<file path="config.mk">
export PLATFORM = sky130hd
export DESIGN_NAME = vehicle_power_state_controller
export DESIGN_NICKNAME = d
export VERILOG_FILES = /design/src/sv/vpsc_pkg.sv /design/src/sv/vpsc_cfg.sv /design/src/sv/vpsc_seq.sv /design/src/sv/vehicle_power_state_controller.sv
export SDC_FILE = /design/constraint.sdc
export NUM_CORES = 1
export LEC_CHECK = 0
export BUFFER_PORTS_ARGS = -buffer_cell sky130_fd_sc_hd__buf_2
export CAP_MARGIN = 25
export CORE_MARGIN = 2
export CORE_UTILIZATION = 38
export CTS_BUF_LIST = sky130_fd_sc_hd__clkbuf_16
export DETAILED_ROUTE_END_ITERATION = 6
export SETUP_SLACK_MARGIN = 0.02
export SYNTH_ARGS = -nofsm -noshare
export SYNTH_HDL_FRONTEND = slang
export SYNTH_SLANG_ARGS = --single-unit
</file>
<file path="constraint.sdc">
create_clock -name aclk -period 26.3 [get_ports aclk]
set_input_delay 2.63 -clock aclk [delete_from_list [all_inputs] [get_ports aclk]]
set_output_delay 2.63 -clock aclk [all_outputs]
set_load 0.05 [all_outputs]
</file>
<file path="src/sv/vpsc_pkg.sv">
// Shared types, codes and reset constants of the vehicle power-state controller.
// No dependencies; used by every module of the block.
package vpsc_pkg;

    // Register indexes on the configuration channel
    localparam int unsigned CfgIdxW  = 3;
    localparam int unsigned CfgDataW = 20;

    typedef enum logic [CfgIdxW-1:0] {
        CFG_LEADER_MODE   = 3'd0,
        CFG_BOOT_TIME     = 3'd1,
        CFG_FOLLOWER_TMO  = 3'd2,
        CFG_SLEEP_HOLD    = 3'd3,
        CFG_BRAKE_THRESH  = 3'd4,
        CFG_TICK_MS       = 3'd5
    } cfg_idx_t;

    // Reset values of the configuration registers
    localparam logic        RstLeaderMode  = 1'b1;
    localparam logic [15:0] RstBootTimeMs  = 16'd250;
    localparam logic [15:0] RstFollowerTmo = 16'd1000;
    localparam logic [19:0] RstSleepHoldMs = 20'd60000;
    localparam logic [9:0]  RstBrakeThresh = 10'd100;  // 10.0 percent
    localparam logic [7:0]  RstTickMs      = 8'd10;

    // Vehicle state codes as seen on the result channel
    localparam logic [2:0] CODE_INIT   = 3'd0;
    localparam logic [2:0] CODE_ON_GLV = 3'd1;
    localparam logic [2:0] CODE_ON_HV  = 3'd2;
    localparam logic [2:0] CODE_TS_RUN = 3'd3;
    localparam logic [2:0] CODE_SLEEP  = 3'd4;

    // Opcodes of an input beat
    localparam logic OP_TICK  = 1'b0;
    localparam logic OP_DELAY = 1'b1;

    // Internal one-hot power state
    typedef enum logic [4:0] {
        S_INIT   = 5'b00001,
        S_ON_GLV = 5'b00010,
        S_ON_HV  = 5'b00100,
        S_TS_RUN = 5'b01000,
        S_SLEEP  = 5'b10000
    } vstate_t;

    typedef struct packed {
        logic        leader_mode;
        logic [15:0] boot_delay_ms;
        logic [15:0] follower_timeout_ms;
        logic [19:0] sleep_hold_ms;
        logic [9:0]  brake_threshold;
        logic [7:0]  tick_ms;
    } cfg_t;

    typedef struct packed {
        logic        opcode;
        logic [19:0] delay_ms;
        logic        tsms_active;
        logic        run_button;
        logic        contactors_closed;
        logic        brake_valid;
        logic [9:0]  brake_tenths;
        logic        followers_sleep_ok;
        logic        uds_active;
        logic        remote_valid;
        logic [2:0]  remote_state;
    } item_t;

    typedef struct packed {
        logic [2:0] current_state;
        logic       sleepable;
    } result_t;

    function automatic logic [2:0] state_to_code(input vstate_t st);
        logic [2:0] code;
        unique case (st)
            S_INIT:   code = CODE_INIT;
            S_ON_GLV: code = CODE_ON_GLV;
            S_ON_HV:  code = CODE_ON_HV;
            S_TS_RUN: code = CODE_TS_RUN;
            S_SLEEP:  code = CODE_SLEEP;
            default:  code = CODE_INIT;
        endcase
        return code;
    endfunction

    // Codes above sleep have no state; caller filters them
    function automatic vstate_t code_to_state(input logic [2:0] code);
        vstate_t st;
        unique case (code)
            CODE_INIT:   st = S_INIT;
            CODE_ON_GLV: st = S_ON_GLV;
            CODE_ON_HV:  st = S_ON_HV;
            CODE_TS_RUN: st = S_TS_RUN;
            CODE_SLEEP:  st = S_SLEEP;
            default:     st = S_INIT;
        endcase
        return st;
    endfunction

endpackage

</file>
<file path="src/sv/vpsc_cfg.sv">
// Configuration register file of the power-state controller.
// Depends on vpsc_pkg for the register indexes, reset values and cfg_t.
module vpsc_cfg
    import vpsc_pkg::*;
(
    input  logic                aclk,
    input  logic                aresetn,
    input  logic                wr_en,
    input  logic [CfgIdxW-1:0]  wr_index,
    input  logic [CfgDataW-1:0] wr_data,
    output cfg_t                cfg
);

    cfg_t cfg_reg;
    cfg_t cfg_next;

    // Decode the written index; unknown indexes are dropped
    always_comb begin
        cfg_next = cfg_reg;
        if (wr_en) begin
            unique case (wr_index)
                CFG_LEADER_MODE:  cfg_next.leader_mode         = wr_data[0];
                CFG_BOOT_TIME:    cfg_next.boot_delay_ms       = wr_data[15:0];
                CFG_FOLLOWER_TMO: cfg_next.follower_timeout_ms = wr_data[15:0];
                CFG_SLEEP_HOLD:   cfg_next.sleep_hold_ms       = wr_data[19:0];
                CFG_BRAKE_THRESH: cfg_next.brake_threshold     = wr_data[9:0];
                CFG_TICK_MS:      cfg_next.tick_ms             = wr_data[7:0];
                default:          cfg_next = cfg_reg;
            endcase
        end
    end

    always_ff @(posedge aclk) begin
        if (!aresetn) begin
            cfg_reg.leader_mode         <= RstLeaderMode;
            cfg_reg.boot_delay_ms       <= RstBootTimeMs;
            cfg_reg.follower_timeout_ms <= RstFollowerTmo;
            cfg_reg.sleep_hold_ms       <= RstSleepHoldMs;
            cfg_reg.brake_threshold     <= RstBrakeThresh;
            cfg_reg.tick_ms             <= RstTickMs;
        end else begin
            cfg_reg <= cfg_next;
        end
    end

    assign cfg = cfg_reg;

endmodule

</file>
<file path="src/sv/vpsc_seq.sv">
// Power-state sequencer: clock, timers, state and one step per beat.
// Depends on vpsc_pkg for vstate_t, cfg_t, item_t and result_t.
module vpsc_seq
    import vpsc_pkg::*;
(
    input  logic    aclk,
    input  logic    aresetn,
    input  logic    step_en,
    input  cfg_t    cfg,
    input  item_t   item,
    output result_t result
);

    logic [31:0] now_reg,       now_next;
    vstate_t     state_reg,     state_next;
    logic        boot_run_reg,  boot_run_next;
    logic [31:0] boot_end_reg,  boot_end_next;
    logic [31:0] sleep_end_reg, sleep_end_next;
    logic        flag_reg,      flag_next;

    logic [31:0] now_adv;
    logic [31:0] hold_end;
    logic [31:0] delay_end;
    logic [31:0] boot_len;
    logic [31:0] timer_end;
    logic        brake_ok;
    logic        expired;
    logic        sleep_ext;

    // Shared adders: advanced clock, hold target, delay target, boot/fallback end
    assign now_adv   = now_reg + {24'd0, cfg.tick_ms};
    assign hold_end  = now_adv + {12'd0, cfg.sleep_hold_ms};
    assign delay_end = now_reg + {12'd0, item.delay_ms};
    assign boot_len  = cfg.leader_mode ? {16'd0, cfg.boot_delay_ms}
                                       : {16'd0, cfg.follower_timeout_ms};
    assign timer_end = now_adv + boot_len;
    assign brake_ok  = item.brake_valid && (item.brake_tenths > cfg.brake_threshold);

    always_comb begin
        now_next       = now_reg;
        state_next     = state_reg;
        boot_run_next  = boot_run_reg;
        boot_end_next  = boot_end_reg;
        sleep_end_next = sleep_end_reg;
        flag_next      = flag_reg;
        sleep_ext      = 1'b0;
        expired        = 1'b0;

        if (item.opcode == OP_DELAY) begin
            // Delay beat: only the hold may move later
            if (sleep_end_reg < delay_end) begin
                sleep_end_next = delay_end;
            end
        end else begin
            now_next = now_adv;
            if (cfg.leader_mode) begin
                // Leader transitions
                unique case (state_reg)
                    S_INIT: begin
                        if (boot_run_reg && (now_adv >= boot_end_reg)) begin
                            state_next    = S_ON_GLV;
                            boot_run_next = 1'b0;
                        end
                    end
                    S_ON_GLV: begin
                        if (item.tsms_active) state_next = S_ON_HV;
                    end
                    S_ON_HV: begin
                        if (!item.tsms_active) begin
                            state_next = S_ON_GLV;
                        end else if (item.contactors_closed && item.run_button
                                     && brake_ok) begin
                            state_next = S_TS_RUN;
                        end
                    end
                    S_TS_RUN: begin
                        if (!item.tsms_active) state_next = S_ON_GLV;
                    end
                    S_SLEEP: begin
                        state_next = S_SLEEP;
                    end
                    default: begin
                        state_next = state_reg;
                    end
                endcase
                // High voltage keeps pushing the hold out
                sleep_ext = (state_next == S_ON_HV) || (state_next == S_TS_RUN);
                if (sleep_ext && (sleep_end_reg < hold_end)) begin
                    sleep_end_next = hold_end;
                end
            end else begin
                // Follower: copy the received state, fall back on timeout
                if (item.remote_valid) begin
                    boot_run_next = 1'b0;
                    if (item.remote_state <= CODE_SLEEP) begin
                        state_next = code_to_state(item.remote_state);
                    end
                end else if (!boot_run_reg) begin
                    boot_run_next = 1'b1;
                    boot_end_next = timer_end;
                end else if (now_adv >= boot_end_reg) begin
                    state_next    = S_ON_GLV;
                    boot_run_next = 1'b0;
                end
            end

            // Hold expiry, sleep entry and wake-up re-init
            expired   = now_adv >= sleep_end_next;
            flag_next = expired;
            if (cfg.leader_mode) begin
                if (expired) begin
                    if (item.followers_sleep_ok && !item.uds_active) begin
                        state_next = S_SLEEP;
                    end
                end else if (state_next == S_SLEEP) begin
                    state_next     = S_INIT;
                    flag_next      = 1'b0;
                    sleep_end_next = hold_end;
                    boot_run_next  = 1'b1;
                    boot_end_next  = timer_end;
                end
            end
        end
    end

    always_ff @(posedge aclk) begin
        if (!aresetn) begin
            now_reg       <= '0;
            state_reg     <= S_INIT;
            boot_run_reg  <= RstLeaderMode;
            boot_end_reg  <= {16'd0, RstBootTimeMs};
            sleep_end_reg <= {12'd0, RstSleepHoldMs};
            flag_reg      <= 1'b0;
        end else if (step_en) begin
            now_reg       <= now_next;
            state_reg     <= state_next;
            boot_run_reg  <= boot_run_next;
            boot_end_reg  <= boot_end_next;
            sleep_end_reg <= sleep_end_next;
            flag_reg      <= flag_next;
        end
    end

    assign result.current_state = state_to_code(state_next);
    assign result.sleepable     = flag_next;

endmodule

</file>
<file path="src/sv/vehicle_power_state_controller.sv">
// Top level of the vehicle power-state controller: stream ports, input and
// result registers. Depends on vpsc_pkg, vpsc_cfg and vpsc_seq.
//
//  Channel  | Dir | Beat fields
//  ---------+-----+-----------------------------------------------------------
//  s_       | in  | tuser: opcode; tdata: delay, switches, brake, remote state
//  m_       | out | tdata: current_state, sleepable
//  cfg_     | in  | cfg_index: register index, cfg_data: register value
//
// One beat per cycle sustained while the result stream is not stalled; a beat passes
// through the input register, then the sequencer step into the result register.
// The sequencer state updates in the same cycle the result is registered.
// Reset is synchronous; no clearing pass.
// A stalled result register holds the input stage, which then deasserts s_tready.
module vehicle_power_state_controller
    import vpsc_pkg::*;
(
    input  logic                aclk,
    input  logic                aresetn,
    // input stream
    input  logic                s_tvalid,
    output logic                s_tready,
    input  logic [39:0]         s_tdata,   // delay_ms[19:0], tsms_active, run_button,
                                           // contactors_closed, brake_valid,
                                           // brake_tenths[9:0], followers_sleep_ok,
                                           // uds_active, remote_valid, remote_state[2:0]
    input  logic                s_tuser,   // opcode
    // result stream
    output logic                m_tvalid,
    input  logic                m_tready,
    output logic [7:0]          m_tdata,   // current_state[2:0], sleepable, zero pad
    // configuration writes
    input  logic                cfg_valid,
    output logic                cfg_ready,
    input  logic [CfgIdxW-1:0]  cfg_index,
    input  logic [CfgDataW-1:0] cfg_data
);

    cfg_t    cfg;
    item_t   in_item;
    item_t   item_reg;
    logic    in_valid_reg;
    result_t step_res;
    result_t res_reg;
    logic    out_valid_reg;
    logic    advance;
    logic    in_take;

    assign cfg_ready = 1'b1;

    vpsc_cfg u_cfg (
        .aclk     (aclk),
        .aresetn  (aresetn),
        .wr_en    (cfg_valid),
        .wr_index (cfg_index),
        .wr_data  (cfg_data),
        .cfg      (cfg)
    );

    // Unpack an input beat
    always_comb begin
        in_item.opcode             = s_tuser;
        in_item.delay_ms           = s_tdata[19:0];
        in_item.tsms_active        = s_tdata[20];
        in_item.run_button         = s_tdata[21];
        in_item.contactors_closed  = s_tdata[22];
        in_item.brake_valid        = s_tdata[23];
        in_item.brake_tenths       = s_tdata[33:24];
        in_item.followers_sleep_ok = s_tdata[34];
        in_item.uds_active         = s_tdata[35];
        in_item.remote_valid       = s_tdata[36];
        in_item.remote_state       = s_tdata[39:37];
    end

    // Pipeline flow: step when the result register is free or draining
    assign advance  = in_valid_reg && (!out_valid_reg || m_tready);
    assign s_tready = !in_valid_reg || advance;
    assign in_take  = s_tvalid && s_tready;

    always_ff @(posedge aclk) begin
        if (!aresetn) begin
            in_valid_reg <= 1'b0;
        end else if (s_tready) begin
            in_valid_reg <= s_tvalid;
        end
    end

    always_ff @(posedge aclk) begin
        if (in_take) begin
            item_reg <= in_item;
        end
    end

    vpsc_seq u_seq (
        .aclk    (aclk),
        .aresetn (aresetn),
        .step_en (advance),
        .cfg     (cfg),
        .item    (item_reg),
        .result  (step_res)
    );

    // Result register
    always_ff @(posedge aclk) begin
        if (!aresetn) begin
            out_valid_reg <= 1'b0;
        end else if (advance) begin
            out_valid_reg <= 1'b1;
        end else if (m_tready) begin
            out_valid_reg <= 1'b0;
        end
    end

    always_ff @(posedge aclk) begin
        if (advance) begin
            res_reg <= step_res;
        end
    end

    assign m_tvalid = out_valid_reg;
    assign m_tdata  = {4'd0, res_reg.sleepable, res_reg.current_state};

endmodule
</file>
==> results by group <==
Logic synthesis
  – Synth warnings: 0
  – Flops & latches, synth: 221
  – Ys flop type: dfxtp_1
  – Ys async rst share: 0%
  – Synth unique cells: 85
  – Syn avg cell area: roughly 8.3 sq um
  – Post-synth EDFFs: 45
  – Post-synth top area cell: dfxtp_1
  – Post-Syn Instances: about 2000
  – Ranking of synthesized cells by area: dfxtp_1 (22%), ha_1 (15%), edfxtp_1 (8.2%)
  – Sequential fraction of the synthesis area: between 20 and 30%
  – Area of the mapped netlist: 16380 sq um
  – Synth top area share: a little over a fifth

Placement
  – DP Wirelength: 39.40 mm
  – IO Port Bufs: 74
  – Placer Congestion: around 0.96
  – Post-Place Cell Area: 17200 sq um

Floorplan
  – Num rows: 76
  – Ports: 80
  – Core area: 42790 sq um
  – Full die area: between 40000 and 50000 sq um
  – Initial cell density of the core: around two fifths
  – Chip Width: 211.6 um
  – Die Y: between 200 and 250 um

STA
  – Final Setup Violations: 0
  – Final hold vios: 0
  – Worst hold margin: 0.4526 ns
  – Total Neg Setup Slack: 0 ns
  – Min cycle time layout: around 11 ns
  – Final Max Tran Viols: 0
  – Slew of the pin with the lowest slew margin: 1.050 ns
  – Layout Skew: 0.03689 ns
  – RSZ-0062 raised after global routing: false
  – Slew HR: 29.59%
  – Final Cycle Share: 40.74%
  – FMAX: 0.09333 GHz

GRT
  – First-pass GRT wire length: 79.04 mm
  – Global route overflow: 0
  – Total GRT Usage: 22.52%
  – Antenna violations before repair: 0
  – Largest net degree at the start of global routing: 78
  – Vias in the first global route: about 14000

Job
  – Max-cap violation count: 0

CTS
  – Root buffer cell: clkbuf_16
  – Clk buf depth: 3
  – Post-CTS Hold Fix Bufs: 0
  – CTS tree: done
  – Worst-skew pair later-pin latency: 0.60 ns
  – PostCTS Resize Cnt: 0
  – Post-CTS Setup Bufs: 0
  – Clock sinks: 221
  – Total CTS buffers: 29
  – # H-tree levels: 1
  – CTS clk-pin slew, worst paths: 0.06 ns

Detailed routing
  – Detail Route Antenna Nets: 0
  – DR WL/cell: 19.57 um
  – Vias: 14879
  – Starting DRT DRC Count: 1071
  – WL final: 50.70 mm
  – Vias/cell: 5.743
  – Drt drc: 0
  – First-pass iteration count of the detailed router: 6

Worst setup path
  – Worst EP required: between 20 and 30 ns
  – Crit path max-delay family: compound AO/OA/AOI/OAI gates
  – CP max FO: 15
  – Most frequent CP cell: ha_1
  – Worst EP arrival: between 10 and 15 ns
  – CP Buf/Inv Count: 3
  – CP max stage cell: o21ai_1
  – Setup CP Type: reg2reg
  – Crit. End Element: flop
  – Startpoint Class: flop
  – Slowest stage delay, CP: roughly 0.78 ns

Final layout
  – Largest register FFs: just over 70
  – Design area: between 15000 and 20000 sq um
  – Layout area overhead: 11.36%
  – Final #Nets: 2295
  – Fin util: between 40% and 50%
  – Register area: 4875 sq um
  – Footprint of the multi-input gates: 10730 sq um
  – # fillers: approximately 4300
  – Ant. Diodes: 0
  – Share of cells above drive strength 1: around a tenth

Pwr
  – Max VDD drop: roughly 0.000049 V
  – Leakage: 7.613 nW
  – Power per standard cell area: 50.35 nW/um^2

Hold path
  – Worst Hold Class: reg2reg

Status
  – Status: complete, no violations
==> cells in the final DEF, fill, tap and decap left out, types with 21 or more instances in the layout <==
cell,synthesis,final
nand2_1,275,275
ha_1,200,200
and3_1,22,22
a21oi_1,179,179
clkbuf_16,0,29
nand4_1,25,25
nand3_1,80,80
o211ai_1,26,26
nor2_1,112,111
dfxtp_1,176,176
buf_2,8,74
nor3_1,28,28
edfxtp_1,45,45
a211oi_1,30,30
o21ai_0,90,90
a21o_1,44,44
or3_1,22,22
xnor2_1,65,65
xor2_1,50,50
inv_1,114,116
o21a_1,25,25
mux2i_1,21,21
==> metrics by stage <==
step	total power, mW	std cells	setup slack (ns)
5_1_grt	0.9579	2591	14.64
4_1_cts	0.9267	2588	15.33
3_3_place_gp	0.5074	2532	15.92
2_1_floorplan	0.4671	1984	17.78
3_5_place_dp	0.5108	2534	15.42
6_report	0.9187	2591	15.59
==> final cells by class <==
| type | count | share of cell area [%] |
|---|---|---|
| multi-input combinational | 1563 | 58.79 |
| clock inverter | 25 | 1.433 |
| inverter | 114 | 2.352 |
| tap | 546 | 3.744 |
| sequential | 221 | 26.72 |
| timing repair buffer | 93 | 2.990 |
| clock buffer | 29 | 3.977 |
==> where the power goes <==
part           switching, mW  internal [mW]  total (mW)
registers             0.0112          0.358       0.369
logic                 0.0839         0.0529       0.137
clock network          0.170          0.243       0.413
==> cell families (layout without fill, tap and decap cells) <==
family                   Yosys count  after routing  synth area share (%)
XOR/XNOR                         115            115                 6.147
AND/OR/NAND/NOR                  652            652                 18.84
AO/OA/AOI/OAI                    548            548                 22.04
multiplexers                      39             39                 2.520
flip-flops                       221            221                 29.75
buffers and inverters            200            261                 4.895
other                              2              5               0.04584
adder cells (fa/ha/maj)          204            204                 15.76
==> final timing paths <==
path                     from                 endpoint  slack, ns  depth (start not counted)
max          u_seq.now_reg[0]  u_seq.sleep_end_reg[11]      15.59                         36
min reg2reg     u_cfg.cfg[48]            u_cfg.cfg[48]       0.45                          2
min             u_cfg.cfg[48]            u_cfg.cfg[48]       0.45                          2
max reg2reg  u_seq.now_reg[0]  u_seq.sleep_end_reg[11]      15.59                         36
==> Yosys cell counts (10+ instances only) <==
master	number
xor2_1	50
nand2_1	275
o221a_2	10
and3_1	22
inv_1	114
nand3_1	80
ha_1	200
o21a_1	25
a211oi_1	30
xnor2_1	65
nand4_1	25
dfxtp_1	176
o211ai_1	26
a31oi_1	17
a21oi_1	179
nor3_1	28
a221o_1	12
mux2_2	18
buf_1	11
nor2b_1	19
nand2b_1	15
and2_1	11
a21o_1	44
mux2i_1	21
clkbuf_1	58
a2bb2oi_1	13
or3_1	22
nor2_1	112
edfxtp_1	45
o21ai_0	90
==> worst min-delay path: cells and delay by family (launching register included) <==
family          cells  cell delay, ns
compound gates      1            0.05
flops               1            0.30
simple gates        1            0.05
==> metal layers <==
layer | vias up | global-route usage [%] | routed length [um]
met1 | 7053 | 28.78 | 22120
met4 | 0 | 8.572 | 2043
met2 | 442 | 38.48 | 23840
li1 | 7272 | - | -
met5 | - | 0 | 0
met3 | 112 | 3.071 | 2697
Note: power is estimated with default switching activity, not from simulation.
